<file path="src/design/rmq_pkg.sv">
`timescale 1ns / 1ps
package rmq_pkg;
    localparam int CW        = 16;           // component width
    localparam int FRAC      = CW - 2;       // fraction bits
    localparam int ROW_W     = 3 * CW;       // packed matrix row
    localparam int SUM_W     = CW + 2;       // diagonal sum, signed
    localparam int X_W       = 2 * CW;       // radicand
    localparam int ROOT_W    = CW;           // integer root
    localparam int REM_W     = CW + 2;       // partial remainder
    localparam int PROD_W    = 2 * CW;       // one dot-product term
    localparam int DOT_W     = 2 * CW + 2;   // dot product
    localparam int NLANE     = 4;
    localparam int SQ_STAGES = ROOT_W;       // one root bit per stage

    typedef logic signed [CW-1:0]    comp_t;
    typedef logic signed [SUM_W-1:0] sum_t;
    typedef logic [ROOT_W-1:0]       mag_t;

    // what travels beside the root lanes
    typedef struct packed {
        logic [2:0] neg_xyz;   // sign of x, y, z
        comp_t      nw;
        comp_t      nx;
        comp_t      ny;
        comp_t      nz;
    } side_t;
endpackage

</file>
<file path="src/design/rmq_merge.sv">
`timescale 1ns / 1ps
module rmq_merge
    import rmq_pkg::*;
(
    input  logic  clk,
    input  logic  en,
    input  mag_t  mag [NLANE],
    input  side_t side,
    output comp_t q_out [NLANE],
    output logic  neg_out
);
    comp_t               q_c    [NLANE];
    comp_t               n_c    [NLANE];
    comp_t               q_reg  [NLANE];
    logic signed [PROD_W-1:0] prod_reg [NLANE];
    comp_t               q_next [NLANE];
    logic signed [DOT_W-1:0]  dot;
    logic                neg_reg;
    comp_t               qo_reg [NLANE];

    // apply the off-diagonal signs
    always_comb
    begin
        q_c[0] = comp_t'(mag[0]);
        for (int i = 1; i < NLANE; i++)
            q_c[i] = side.neg_xyz[i-1] ? -comp_t'(mag[i]) : comp_t'(mag[i]);
        n_c[0] = side.nw;
        n_c[1] = side.nx;
        n_c[2] = side.ny;
        n_c[3] = side.nz;
    end

    // register the products
    always_ff @(posedge clk)
    begin
        if (en)
            for (int i = 0; i < NLANE; i++)
            begin
                q_reg[i]    <= q_c[i];
                prod_reg[i] <= n_c[i] * q_c[i];
            end
    end

    // sum, decide and negate
    always_comb
    begin
        dot = '0;
        for (int i = 0; i < NLANE; i++)
            dot = dot + DOT_W'(prod_reg[i]);
        for (int i = 0; i < NLANE; i++)
            q_next[i] = dot[DOT_W-1] ? -q_reg[i] : q_reg[i];
    end

    always_ff @(posedge clk)
    begin
        if (en)
        begin
            qo_reg  <= q_next;
            neg_reg <= dot[DOT_W-1];
        end
    end

    assign q_out   = qo_reg;
    assign neg_out = neg_reg;
endmodule

</file>
<file path="config.mk">
export PLATFORM = sky130hd
export DESIGN_NAME = rmq_merge
export DESIGN_NICKNAME = d
export VERILOG_FILES = /design/src/design/rmq_pkg.sv /design/src/design/rmq_merge.sv
export SDC_FILE = /design/constraint.sdc
export NUM_CORES = 2
export LEC_CHECK = 0
export ABC_AREA = 1
export BUFFER_PORTS_ARGS = -buffer_cell sky130_fd_sc_hd__buf_2
export CAP_MARGIN = 25
export CORE_ASPECT_RATIO = 2
export CORE_MARGIN = 2
export CORE_UTILIZATION = 35
export DETAILED_ROUTE_END_ITERATION = 7
export PLACE_DENSITY = 0.57
export SKIP_LAST_GASP = 1
export SLEW_MARGIN = 0
export SYNTH_ARGS = -nofsm -noshare
export SYNTH_HDL_FRONTEND = slang
export SYNTH_SLANG_ARGS = --single-unit
</file>
<file path="constraint.sdc">
create_clock -name clk -period 19.6 [get_ports clk]
set_input_delay 1.96 -clock clk [delete_from_list [all_inputs] [get_ports clk]]
set_output_delay 1.96 -clock clk [all_outputs]
set_load 0.05 [all_outputs]
</file>
==> flow_metrics.py <==
metrics = {
    "sta": {
        "relSlewSlack_pct": 30.9,
        "max_freq_mhz": 110,
        "setup_ws_ps": 10480,
        "tightest_slew_ps": 1040,
        "finClkSkew_ps": 28.1,
        "timing.final.crit_period_ps": 9120,
        "hold_violations": 0,
        "post-route-period-util_pct": 46.5,
        "setup_viol": 0,
        "drv_slew": 0,
        "finalSetupTns_ps": 0,
        "rsz0062_at_grt": "no",
    },
    "critical_path": {
        "endpoint_kind": "register",
        "crit_path_top_delay_cell": "fa_1",
        "cp_max_fo": 19,
        "ff2ff_path_depth": 13,
        "crit_buf_inv": 9,
        "path_depth": 31,
        "cpPeakStageDelay_ps": 560,
        "worstSetupStartpointType": "input port",
        "crit_type": "input port to register",
        "cp_common_cell": "inv_1",
        "arrival_ps": 9470,
        "crit_required_ps": 19950,
        "crit_family": "adder cells",
    },
    "cells_and_area": {
        "layout-drive-gt1-share_pct": 5.56,
        "nFillCells": 15300,
        "largest_reg_flops": 128,
        "multiInputGateArea_mm2": 0.0389,
        "fin_nets": 7733,
        "register_area_mm2": 0.00772,
        "final_common_cell": "inv_1",
        "area_growth_pct": 6.92,
        "mostFrequentLayoutCells": "inv_1, nand2_1, fa_1",
    },
    "floorplan": {
        "start_util_pct": 35.2,
        "core_mm2": 0.151,
        "die_h_um": 556,
        "ios": 198,
        "rows": 202,
        "die_area_mm2": 0.156,
        "die_x_um": 280,
    },
    "placed_design": {
        "dp_slack_ps": 9860,
        "port_buffers": 197,
        "dp_hpwl_um": 142000,
        "globalplace.congestion": 0.960,
    },
    "routing": {
        "drt-initial-drc-count": 1970,
        "finalWirelength_um": 167000,
        "drt_pass1_iterations": 6,
        "drcViolationCount": 0,
        "ant_nets": 0,
        "viasPerCell": 4.94,
        "drt-wirelength-per-cell_um": 20.7,
        "num_vias": 39900,
    },
    "global_routing": {
        "grt_max_degree": 90,
        "grt_usage_pct": 22.1,
        "grt_pass1_wl_um": 259000,
        "gr-total-overflow": 0,
        "first_global_vias": 45100,
        "antenna_found_initial": 12,
    },
    "run": {
        "cap_viol_max_count": 0,
    },
    "yosys": {
        "synth_edf_count": 257,
        "async_reset_ff_share_pct": 0,
        "netlist_area_mm2": 0.0533,
        "avgSynthCellArea_um2": 8.81,
        "synth_top_flop_cell": "edfxtp_1",
        "ys_warn_count": 0,
        "yosysUniqueCellTypes": 52,
        "netlist.area_leader.share_pct": 41.8,
        "synth_top_area_cell": "fa_1",
        "synthTopCellsByArea": "fa_1, edfxtp_1, inv_1",
        "ys_ff_latch": 257,
        "ys_seq_area_share_pct": 14.5,
        "syn_nets": 7659,
        "synthCells": 6048,
    },
    "clocking": {
        "htreeDepth": 1,
        "worstSkewPairLatency_ps": 620,
        "cts_tree": "built",
        "holdBufCountCts": 0,
        "numCtsBuffers": 27,
        "cts-root-buf": "clkbuf_16",
        "cts.sinks": 257,
        "cts_buffer_depth": 3,
        "post-cts-setup-buffer-count": 0,
        "cts-resized-gates": 0,
        "clk_pin_slew_ps": 70,
    },
    "min_path": {
        "hold-path-cell-count": 0,
        "hp-class": "register to register",
    },
    "status": {
        "outcome": "completed",
    },
}
[layout make-up]
cell class | count | share of cell area [%]
Antenna cell | 8 | 0.0351
Clock inverter | 16 | 0.233
Inverter | 1596 | 10.5
Sequential cell | 257 | 13.5
Tap cell | 1938 | 4.26
Multi-Input combinational cell | 4025 | 68.2
Timing Repair Buffer | 215 | 2.02
Clock buffer | 29 | 1.20
[path summary, 6_finish.rpt]
kind / end / slack (ps) / start
max reg2reg: q_out[39]$_DFFE_PP_ / 15030 / prod_reg[3][22]$_DFFE_PP_
max: prod_reg[1][31]$_DFFE_PP_ / 10480 / mag[32]
min reg2reg: q_out[32]$_DFFE_PP_ / 440 / q_reg[1][0]$_DFFE_PP_
min: q_out[32]$_DFFE_PP_ / 440 / q_reg[1][0]$_DFFE_PP_
[synth_stat cells, types with 4 or more instances]
cell type and count:
o21a_1 8, a21o_1 26, a21boi_0 7, buf_1 7, clkinv_1 10, nand2_2 11
xor2_1 129, o21ai_1 4, nor3_1 40, and2_1 4, inv_1 1579, inv_2 7
or2_2 25, buf_2 18, a31oi_1 4, o21ai_0 93, nor2_1 477, nor3_2 7
edfxtp_1 257, buf_6 9, xnor2_1 70, nand3b_1 9, o21bai_1 18, ha_1 366
a21oi_1 167, clkbuf_1 127, fa_1 1112, buf_4 9, o21ai_2 5, nand3_1 229
nand2_1 1132, nor4_1 14, nand4_1 24, nor2_2 10
[metrics by stage]
| stage | util (%) | area (µm²) | std cells | hold WS [ps] |
|---|---|---|---|---|
| floorplan | - | 53300 | 6048 | 426 |
| global placement | 37.1 | 56100 | 8030 | 435 |
| detailed placement | 37.1 | 56100 | 8030 | 433 |
| CTS | 37.6 | 56900 | 8075 | 447 |
| global route | 37.6 | 57000 | 8078 | 459 |
| finish | 37.6 | 57000 | 8084 | 442 |
[cells by family after synthesis]
logic type / share of synthesized area (%)
AO/OA/AOI/OAI: 3.68
XOR/XNOR: 3.36
adder cells (fa/ha/maj): 50.4
buffers and inverters: 12.7
flip-flops: 14.5
AND/OR/NAND/NOR: 15.4
[metal layers]
metal | global-route usage (%) | part of all wire (%) | wire length, µm
met4 | 16.8 | 9.0 | 15000
met3 | 1.72 | 3.3 | 5570
met2 | 43.8 | 57 | 94600
met1 | 20.6 | 31 | 52200
met5 | 0 | 0.028 | 47
Power is not shown: default switching activity piles up to over one toggle a cycle in this logic, so the estimate is an artifact.
