### src/design/rmq_pkg.sv
`timescale 1ns / 1ps
package rmq_pkg;
    localparam int CW        = 16;           // component width
    localparam int FRAC      = CW - 2;       // fraction bits
    localparam int ROW_W     = 3 * CW;       // packed matrix row
    localparam int SUM_W     = CW + 2;       // diagonal sum, signed
    localparam int X_W       = 2 * CW;       // radicand
    localparam int ROOT_W    = CW;           // integer root
    localparam int REM_W     = CW + 2;       // partial remainder
    localparam int PROD_W    = 2 * CW;       // one dot-product term
    localparam int DOT_W     = 2 * CW + 2;   // dot product
    localparam int NLANE     = 4;
    localparam int SQ_STAGES = ROOT_W;       // one root bit per stage

    typedef logic signed [CW-1:0]    comp_t;
    typedef logic signed [SUM_W-1:0] sum_t;
    typedef logic [ROOT_W-1:0]       mag_t;

    // what travels beside the root lanes
    typedef struct packed {
        logic [2:0] neg_xyz;   // sign of x, y, z
        comp_t      nw;
        comp_t      nx;
        comp_t      ny;
        comp_t      nz;
    } side_t;
endpackage

### src/design/rmq_lane.sv
`timescale 1ns / 1ps
module rmq_lane
    import rmq_pkg::*;
(
    input  logic clk,
    input  logic en,
    input  sum_t sum,
    output mag_t mag
);
    logic [REM_W-1:0]  rem_reg  [SQ_STAGES];
    logic [ROOT_W-1:0] root_reg [SQ_STAGES];
    logic [X_W-1:0]    xs_reg   [SQ_STAGES];
    logic [X_W-1:0]    x_in;
    logic [ROOT_W:0]   root_inc;

    // clamp at zero and scale by the fraction
    always_comb
    begin
        if (sum[SUM_W-1] || sum == '0)
            x_in = '0;
        else
            x_in = X_W'(unsigned'(sum)) << FRAC;
    end

    // one root bit per stage
    for (genvar k = 0; k < SQ_STAGES; k++) begin : g_stage
        logic [REM_W-1:0]  rem_i;
        logic [ROOT_W-1:0] root_i;
        logic [X_W-1:0]    xs_i;
        logic [REM_W+1:0]  rem_sh;
        logic [REM_W+1:0]  trial;
        logic              ge;

        always_comb
        begin
            if (k == 0)
            begin
                rem_i  = '0;
                root_i = '0;
                xs_i   = x_in;
            end
            else
            begin
                rem_i  = rem_reg[(k == 0) ? 0 : k-1];
                root_i = root_reg[(k == 0) ? 0 : k-1];
                xs_i   = xs_reg[(k == 0) ? 0 : k-1];
            end
            rem_sh = {rem_i, xs_i[X_W-1 -: 2]};
            trial  = (REM_W+2)'({root_i, 2'b01});
            ge     = (rem_sh >= trial);
        end

        always_ff @(posedge clk)
        begin
            if (en)
            begin
                rem_reg[k]  <= ge ? REM_W'(rem_sh - trial) : REM_W'(rem_sh);
                root_reg[k] <= {root_i[ROOT_W-2:0], ge};
                xs_reg[k]   <= xs_i << 2;
            end
        end
    end

    // round half up
    assign root_inc = {1'b0, root_reg[SQ_STAGES-1]} + (ROOT_W+1)'(1);
    assign mag      = root_inc[ROOT_W:1];
endmodule

### config.mk
export PLATFORM = sky130hd
export DESIGN_NAME = rmq_lane
export DESIGN_NICKNAME = d
export VERILOG_FILES = /design/src/design/rmq_pkg.sv /design/src/design/rmq_lane.sv
export SDC_FILE = /design/constraint.sdc
export NUM_CORES = 1
export LEC_CHECK = 0
export ABC_AREA = 1
export BUFFER_PORTS_ARGS = -buffer_cell sky130_fd_sc_hd__buf_2
export CORE_MARGIN = 2
export CORE_UTILIZATION = 50
export DETAILED_ROUTE_END_ITERATION = 10
export PLACE_DENSITY = 0.66
export SLEW_MARGIN = 5
export SYNTH_ARGS = -nofsm -noshare
export SYNTH_HDL_FRONTEND = slang
export SYNTH_SLANG_ARGS = --single-unit
### constraint.sdc
create_clock -name clk -period 4.85 [get_ports clk]
set_input_delay 0.97 -clock clk [delete_from_list [all_inputs] [get_ports clk]]
set_output_delay 0.97 -clock clk [all_outputs]
set_load 0.05 [all_outputs]
==> results.sh, run 1 <==
export IMPL_syn_avg_cell_area_um2=9.15
export IMPL_final_cell_count_no_fill=3650
export IMPL_p_total_uw=11300
export IMPL_tns_ns=0
export IMPL_worst_pin_slew_ns=0.787
export IMPL_min_path_type="reg -> reg"
export IMPL_clock_sinks=452
export IMPL_syn_inst=2865
export IMPL_synth_area_top_cells="edfxtp_1, nand2_1, ha_1"
export IMPL_clockBufferDepth=3
export IMPL_cts_tree="done"
export IMPL_grt_overflow=0
export IMPL_ant_nets=0
export IMPL_synthToLayoutAreaGrowth_pct=9.74
export IMPL_synthArstFlopShare_pct=0
export IMPL_crit_path_start_kind="register"
export IMPL_cp_arrival_ns=2.41
export IMPL_postCtsHoldBufs=0
export IMPL_via_per_inst=5.20
export IMPL_rows=83
export IMPL_gp_congestion=0.928
export IMPL_path_class="reg -> out"
export IMPL_drive_above_1_share_pct=8.11
export IMPL_post_route_period_util_pct=69.7
export IMPL_cts_root_buffer="clkbuf_16"
export IMPL_grt_start_max_net_pins=98
export IMPL_antenna_found_initial=0
export IMPL_cp_required_ns=3.88
export IMPL_core_area_um2=51600
export IMPL_fillers=4488
export IMPL_grt_pass1_vias=18500
export IMPL_cts_htree_levels=2
export IMPL_fin_util_pct=55.8
export IMPL_io_pins=36
export IMPL_wire_per_inst_um=15.6
export IMPL_initial_utilization_pct=50.8
export IMPL_multi_input_area_um2=10800
export IMPL_grt_use_met3_pct=2.67
export IMPL_die_h_um=233
export IMPL_grt_usage_pct=21.3
export IMPL_met1_usage_pct=25.2
export IMPL_clk_pin_slew_ns=0.06
export IMPL_portBuffers=35
export IMPL_synth_edf_count=452
export IMPL_drt_iter0_drc=1068
export IMPL_ys_warn_count=0
export IMPL_dieArea_um2=54300
export IMPL_synth_top_area_cell="edfxtp_1"
export IMPL_status="finished clean"
export IMPL_fin_crit_ns=3.38
export IMPL_hold_viol_final=0
export IMPL_dpl_hpwl_um=43700
export IMPL_clock_skew_ns=0.0111
export IMPL_yosys_most_used_dff="edfxtp_1"
export IMPL_peakVddDrop_uv=273
export IMPL_dr_pass1_iters=5
export IMPL_wl_um=57000
export IMPL_nets=3098
export IMPL_grt_setup_unrepaired="false"
export IMPL_ys_ff_latch=452
export IMPL_antennaDiodeCount=0
export IMPL_cts_buffers=49
export IMPL_cts_resized=0
export IMPL_post_cts_buffers=0
export IMPL_die_w_um=233
export IMPL_crit_fanout=3
export IMPL_placed_cells=3560
export IMPL_fmax_mhz=296
export IMPL_drc=0
export IMPL_met2_usage_pct=38.8
export IMPL_syn_area_um2=26200
export IMPL_yosysSeqAreaShare_pct=51.8
export IMPL_ys_types=58
export IMPL_slew_headroom_pct=47.2
export IMPL_synth_top_cell_area_share_pct=51.8
export IMPL_power_leakage_uw=0.0128
export IMPL_vias=19000
export IMPL_setup_violations=0
export IMPL_top_usage_layer="met2"
export IMPL_cellPowerDensity_nw_per_um2=394
export IMPL_clock_latency_ns=0.58
export IMPL_grt_pass1_wl_um=91500
export IMPL_cp_end_kind="output pin"
export IMPL_largest_reg_flops=244
export IMPL_drv_slew=0
export IMPL_maxCapViolations=0
export IMPL_regArea_um2=13600
where the power goes:
group | internal [uW] | total (uW) | switching [uW]
registers | 4850 | 5160 | 310
clock network | 2390 | 3890 | 1500
logic | 779 | 2270 | 1500
layout by cell type, fill, tap and decap left out, types with 13 or more instances in the layout:
master	Yosys	layout
a21oi_1	111	111
a21oi_2	35	35
buf_2	6	34
clkbuf_16	0	51
clkinv_1	2	13
edfxtp_1	452	452
ha_1	141	141
inv_1	416	416
nand2_1	754	754
nand2_2	22	22
nand3_1	221	221
nand3b_1	16	16
nand4_1	49	49
nor2_1	257	257
nor3_1	39	39
o21ai_0	69	69
o21ai_1	18	18
o21ai_2	14	14
xnor2_1	36	36
xor2_1	76	76
metrics by stage:
step / hold WS (ns) / setup slack (ns) / instance area [um^2]
after floorplan: 0.400 / 1.61 / 26200
after global placement: 0.401 / 2.05 / 27100
after detailed placement: 0.405 / 2.05 / 27100
after CTS: 0.417 / 1.41 / 28800
after global routing: 0.423 / 1.25 / 28800
final: 0.415 / 1.47 / 28800
layout make-up:
cell class | count | area share (%)
multi-input cells | 1957 | 37.4
repair buffers | 41 | 0.974
clock inverters | 29 | 1.29
well taps | 680 | 2.96
clock buffers | 61 | 4.56
flip-flops and latches | 452 | 47.2
inverters | 430 | 5.67
cells in the mapped netlist, drive strengths merged (2+ instances only):
master / n
a21boi: 3
a21o: 12
a21oi: 146
a31o: 3
a31oi: 2
and2: 5
and3: 3
buf: 27
clkinv: 2
edfxtp: 452
fa: 6
ha: 141
inv: 428
nand2: 785
nand3: 228
nand3b: 17
nand4: 50
nor2: 271
nor3: 42
nor4: 8
o211ai: 2
o21a: 3
o21ai: 101
o21bai: 9
or2: 4
xnor2: 36
xor2: 76
routing by layer:
metal | vias to the layer above | share of wire, %
li1 | 9679 | -
met5 | - | 0
met4 | 0 | 3.7
met1 | 8765 | 42
met3 | 127 | 3.4
met2 | 404 | 51
final timing paths:
| check | start | endpoint | slack, ns | cells after the start |
|---|---|---|---|---|
| setup / recovery | root_reg[7][16] | mag[15] | 1.47 | 8 |
| hold / removal | xs_reg[0][26] | xs_reg[1][28] | 0.42 | 0 |
| setup reg to reg | rem_reg[9][0] | rem_reg[10][8] | 2.30 | 10 |
| hold reg to reg | xs_reg[0][26] | xs_reg[1][28] | 0.42 | 0 |
worst max-delay path, cell delays in order (launching register included):
cell and delay [ns]:
edfxtp_1 0.35, ha_1 0.19, nand3_1 0.12, nor2_1 0.22, nand4_1 0.17, nor2_1 0.19, nand3_1 0.13, nor3_1 0.16
buf_2 0.29
cells by family (layout without fill, tap and decap cells):
group                    after synthesis  in the layout  share of synthesized area, %
buffers and inverters                458            561                          7.25
other                                  1              3                        0.0143
AND/OR/NAND/NOR                     1414           1414                          23.6
flip-flops                           452            452                          51.8
adder cells (fa/ha/maj)              147            147                          7.18
XOR/XNOR                             112            112                          3.74
AO/OA/AOI/OAI                        281            281                          6.46
Note: power is estimated with default switching activity, not from simulation.
==> inputs of run 2 (changes only) <==
==> constraint.sdc (replaced) <==
create_clock -name clk -period 3.5 [get_ports clk]
set_input_delay 0.7 -clock clk [delete_from_list [all_inputs] [get_ports clk]]
set_output_delay 0.7 -clock clk [all_outputs]
set_load 0.05 [all_outputs]
==> run 2 against run 1 <==
First-iteration DRC count rose by 16%; register-to-register slack got worse by 1.3 ns; total power is 35% higher; largest cell class unchanged; core utilization fell by 0.15 points; global-route usage rose by 0.22 points; sequential power grew 39%; clock power is 30% higher; clock skew up 0.018 ns; flip-flop and latch count unchanged.
==> results.sh, run 2 (same netlist as run 1, synthesis figures left out) <==
export IMPL_clock_skew_ns=0.0290
export IMPL_final_cell_count_no_fill=3652
export IMPL_multi_input_area_um2=10800
export IMPL_peakVddDrop_uv=411
export IMPL_antennaDiodeCount=0
export IMPL_critPathLaunch="root_reg[7][17]"
export IMPL_cp_end_kind="output pin"
export IMPL_fin_crit_ns=3.15
export IMPL_cp_arrival_ns=2.45
export IMPL_initial_utilization_pct=50.8
export IMPL_r2r_start="rem_reg[9][0]"
export IMPL_grt_start_max_net_pins=87
export IMPL_place_area_um2=27100
export IMPL_dpl_hpwl_um=44100
export IMPL_dr_pass1_iters=5
export IMPL_maxCapViolations=0
export IMPL_synthToLayoutAreaGrowth_pct=9.45
export IMPL_setup_violations=0
export IMPL_io_pins=36
export IMPL_via_per_inst=5.18
export IMPL_p_int_uw=10800
export IMPL_core_area_um2=51600
export IMPL_power_leakage_uw=0.0128
export IMPL_die_w_um=233
export IMPL_p_switching_uw=4570
export IMPL_vias=18900
export IMPL_grt_pass1_vias=18400
export IMPL_wire_per_inst_um=15.6
export IMPL_drv_slew=0
export IMPL_status="finished clean"
export IMPL_clock_sinks=452
export IMPL_drt_iter0_drc=1234
export IMPL_grt_use_met3_pct=2.44
export IMPL_ant_nets=0
export IMPL_clock_latency_ns=0.59
export IMPL_placed_cells=3565
export IMPL_worst_pin_slew_ns=0.745
export IMPL_min_path_type="reg -> reg"
export IMPL_cts_root_buffer="clkbuf_16"
export IMPL_slew_headroom_pct=50.0
export IMPL_power_frac_clock_pct=33.0
export IMPL_met2_usage_pct=39.1
export IMPL_cts_resized=0
export IMPL_combinationalPowerShare_pct=20.3
export IMPL_die_h_um=233
export IMPL_regArea_um2=13600
export IMPL_drc=0
export IMPL_hold_slack_ns=0.416
export IMPL_grt_usage_pct=21.5
export IMPL_min_delay_start="xs_reg[2][21]"
export IMPL_post_route_period_util_pct=90.0
export IMPL_mostFrequentLayoutCell="nand2_1"
export IMPL_fillers=4591
export IMPL_path_class="reg -> out"
export IMPL_dieArea_um2=54300
export IMPL_cts_tree="done"
export IMPL_clk_pin_slew_ns=0.06
export IMPL_grt_pass1_wl_um=92500
export IMPL_antenna_found_initial=0
export IMPL_clockBufferDepth=3
export IMPL_nets=3103
export IMPL_cellPowerDensity_nw_per_um2=535
export IMPL_post_cts_buffers=0
export IMPL_tns_ns=0
export IMPL_layout_common_cells="nand2_1, edfxtp_1, inv_1, nor2_1, nand3_1"
export IMPL_met1_usage_pct=26.6
export IMPL_crit_path_start_kind="register"
export IMPL_rows=83
export IMPL_fmax_mhz=318
export IMPL_cp_required_ns=2.80
export IMPL_hold_viol_final=0
export IMPL_sequentialPowerShare_pct=46.7
export IMPL_grt_setup_unrepaired="false"
export IMPL_crit_fanout=3
export IMPL_postCtsHoldBufs=0
export IMPL_fin_area_um2=28700
export IMPL_gp_congestion=0.913
export IMPL_switching_share_pct=29.8
export IMPL_cts_htree_levels=2
export IMPL_wl_um=56900
export IMPL_largest_reg_flops=244
export IMPL_top_usage_layer="met2"
export IMPL_grt_overflow=0
export IMPL_drive_above_1_share_pct=8.18
export IMPL_cts_buffers=49
export IMPL_fin_util_pct=55.6
export IMPL_portBuffers=35
[run 2: cell types whose count changed in the layout (fill, tap and decap cells not counted), moves of 2 or more]
cell and change:
bufinv_16 -4, clkinv_4 -2, buf_4 +4, clkinv_1 +2
clkbuf_1 -2
[run 2: per-layer routing]
metal,vias up,share of wire (%)
met3,88,3.3
met1,8811,43
met4,0,2.8
met2,333,51
li1,9692,-
met5,-,0
[run 2: final timing paths]
check                                       end  slack (ns)  cells after the start
worst max-delay path                    mag[15]        0.35                      8
worst min-delay path              xs_reg[3][23]        0.42                      0
worst max register to register  rem_reg[10][10]        1.01                     10
worst min register to register    xs_reg[3][23]        0.42                      0
[run 2: final cells by class]
cell class,count,area share (%)
Multi-Input combinational cell,1957,37.5
Inverter,430,5.68
Clock inverter,29,0.968
Timing Repair Buffer,46,1.15
Clock buffer,58,4.46
Tap cell,680,2.96
Sequential cell,452,47.3
[run 2: worst max-delay path, stage by stage, from the launching register on]
cell and delay (ns):
edfxtp_1 0.36, ha_1 0.18, nand3_1 0.12, nor2_1 0.21, nand4_1 0.19, nor2_1 0.20, nand3_1 0.13, nor3_1 0.17
buf_2 0.29
[run 2: stage by stage]
step                      setup WS, ns  total power [uW]
final                            0.351             15300
after global routing             0.137             16200
after CTS                        0.253             15500
after detailed placement         0.909             10400
after global placement           0.887             10300
after floorplan                  0.534              9420
[run 2: power groups by stage]
| stage | sequential (uW) | combinational [uW] | clock, uW |
|---|---|---|---|
| 6_report | 7160 | 3120 | 5060 |
| 5_1_grt | 7220 | 3580 | 5390 |
| 4_1_cts | 7170 | 3130 | 5210 |
| 3_5_place_dp | 7270 | 3110 | 0 |
| 3_3_place_gp | 7280 | 3050 | 0 |
| 2_1_floorplan | 7060 | 2360 | 0 |
==> inputs of run 3 (changes only) <==
--- a/config.mk
+++ b/config.mk
@@ -10,7 +10,7 @@
 export CORE_MARGIN = 2
 export CORE_UTILIZATION = 50
 export DETAILED_ROUTE_END_ITERATION = 10
-export PLACE_DENSITY = 0.66
+export PLACE_DENSITY = 0.75
 export SLEW_MARGIN = 5
 export SYNTH_ARGS = -nofsm -noshare
 export SYNTH_HDL_FRONTEND = slang
==> run 3 against run 2 <==
Final cell count is essentially flat; register-to-register slack lost 0.06 ns; fmax is 1.1% higher; sequential share of layout area down 0.26 points; global-route usage is 0.059 points lower; critical path type unchanged; largest cell class unchanged; highest routed layer unchanged.
==> results.sh, run 3 (same netlist as run 1, synthesis figures left out) <==
export IMPL_status="finished clean"
export IMPL_postCtsHoldBufs=0
export IMPL_synthToLayoutAreaGrowth_pct=10.1
export IMPL_setup_violations=0
export IMPL_dr_pass1_iters=9
export IMPL_die_w_um=233
export IMPL_cellPowerDensity_nw_per_um2=549
export IMPL_drc=0
export IMPL_final_cell_count_no_fill=3655
export IMPL_placed_cells=3567
export IMPL_cts_buffers=49
export IMPL_drt_iter0_drc=1408
export IMPL_ant_nets=0
export IMPL_clock_sinks=452
export IMPL_post_cts_buffers=0
export IMPL_dpl_hpwl_um=43900
export IMPL_regArea_um2=13600
export IMPL_post_route_period_util_pct=89.0
export IMPL_mostFrequentLayoutCell="nand2_1"
export IMPL_largest_reg_flops=244
export IMPL_fmax_mhz=321
export IMPL_r2r_setup_slack_ns=0.95
export IMPL_peakVddDrop_uv=612
export IMPL_r2r_start="rem_reg[9][0]"
export IMPL_crit_fanout=3
export IMPL_cp_end_kind="output pin"
export IMPL_grt_setup_unrepaired="false"
export IMPL_grt_pass1_wl_um=92700
export IMPL_grt_pass1_vias=18600
export IMPL_drv_slew=0
export IMPL_slew_headroom_pct=48.9
export IMPL_worst_pin_slew_ns=0.761
export IMPL_rows=83
export IMPL_dieArea_um2=54300
export IMPL_layout_common_cells="nand2_1, edfxtp_1, inv_1, nor2_1, nand3_1"
export IMPL_initial_utilization_pct=50.8
export IMPL_grt_start_max_net_pins=83
export IMPL_wl_um=57500
export IMPL_min_path_type="in -> reg"
export IMPL_hold_viol_final=0
export IMPL_grt_usage_pct=21.4
export IMPL_nets=3105
export IMPL_fin_util_pct=55.9
export IMPL_min_delay_start="sum[17]"
export IMPL_antennaDiodeCount=0
export IMPL_die_h_um=233
export IMPL_min_path_cells=2
export IMPL_fin_crit_ns=3.12
export IMPL_hold_slack_ns=0.406
export IMPL_power_leakage_uw=0.0129
export IMPL_clockBufferDepth=3
export IMPL_critPathLaunch="root_reg[7][17]"
export IMPL_hold_end="root_reg[0][0]"
export IMPL_r2r_end="rem_reg[10][4]"
export IMPL_tns_ns=0
export IMPL_via_per_inst=5.25
export IMPL_path_class="reg -> out"
export IMPL_crit_path_start_kind="register"
export IMPL_clk_pin_slew_ns=0.06
export IMPL_cts_root_buffer="clkbuf_16"
export IMPL_cts_htree_levels=2
export IMPL_io_pins=36
export IMPL_gp_congestion=0.889
export IMPL_vias=19200
export IMPL_cp_required_ns=2.80
export IMPL_reg2reg_depth=10
export IMPL_maxCapViolations=0
export IMPL_portBuffers=35
export IMPL_cts_resized=0
export IMPL_fillers=4500
export IMPL_multi_input_area_um2=10800
export IMPL_drive_above_1_share_pct=8.50
export IMPL_wire_per_inst_um=15.7
export IMPL_cp_arrival_ns=2.42
export IMPL_clock_latency_ns=0.60
export IMPL_cts_tree="done"
export IMPL_core_area_um2=51600
export IMPL_antenna_found_initial=0
export IMPL_clock_skew_ns=0.0167
export IMPL_grt_overflow=0
-- run 3: cell types whose count changed in the layout (fill, tap and decap cells not counted), sizes merged --
cell,previous run,this run
buf,46,48
bufinv,5,11
clkbuf,58,56
clkinv,22,17
clkinvlp,2,4
-- run 3: critical path: stages (launching register included) --
cell and delay [ns]:
edfxtp_1 0.35, ha_1 0.19, nand3_1 0.13, nor2_1 0.23
nand4_1 0.17, nor2_1 0.19, nand3_1 0.13, xor2_1 0.15
buf_2 0.28
-- run 3: metrics by stage --
step                      setup WS, ns  area [um^2]  total power (uW)
after floorplan                  0.534        26200              9420
after global placement           0.971        27100             10300
after detailed placement         0.989        27100             10400
after CTS                        0.343        28900             16000
after global routing             0.226        28900             16700
final                            0.385        28900             15900
-- run 3: cell type report --
type	instances	share of cell area, %
Clock buffer	56	4.34
Clock inverter	32	1.61
Timing Repair Buffer	48	1.15
Inverter	430	5.65
Multi-Input combinational cell	1957	37.3
Sequential cell	452	47.0
Tap cell	680	2.95
-- run 3: where the power goes --
| group | switching [uW] | total (uW) | internal (uW) |
|---|---|---|---|
| Clock | 2150 | 5540 | 3390 |
| Sequential | 442 | 7160 | 6720 |
| Combinational | 2070 | 3160 | 1090 |
-- run 3: per-layer routing --
metal  routed length, um  vias up  track usage, %  share of wire, %
met5                   0        -               0                 0
met1               24000     8933            25.8                42
met3                2270      127            2.50               3.9
li1                    -     9682               -                 -
met4                1990        0            8.34               3.5
met2               29300      462            39.0                51
-- run 3: worst max-delay path by stage --
| stage | endpoint | slack [ns] | depth (start not counted) |
|---|---|---|---|
| global route | mag[13] | 0.23 | 8 |
| floorplan | mag[15] | 0.53 | 7 |
| CTS | mag[13] | 0.34 | 8 |
| finish | mag[13] | 0.38 | 8 |
| global placement | mag[13] | 0.97 | 8 |
| detailed placement | mag[13] | 0.99 | 8 |
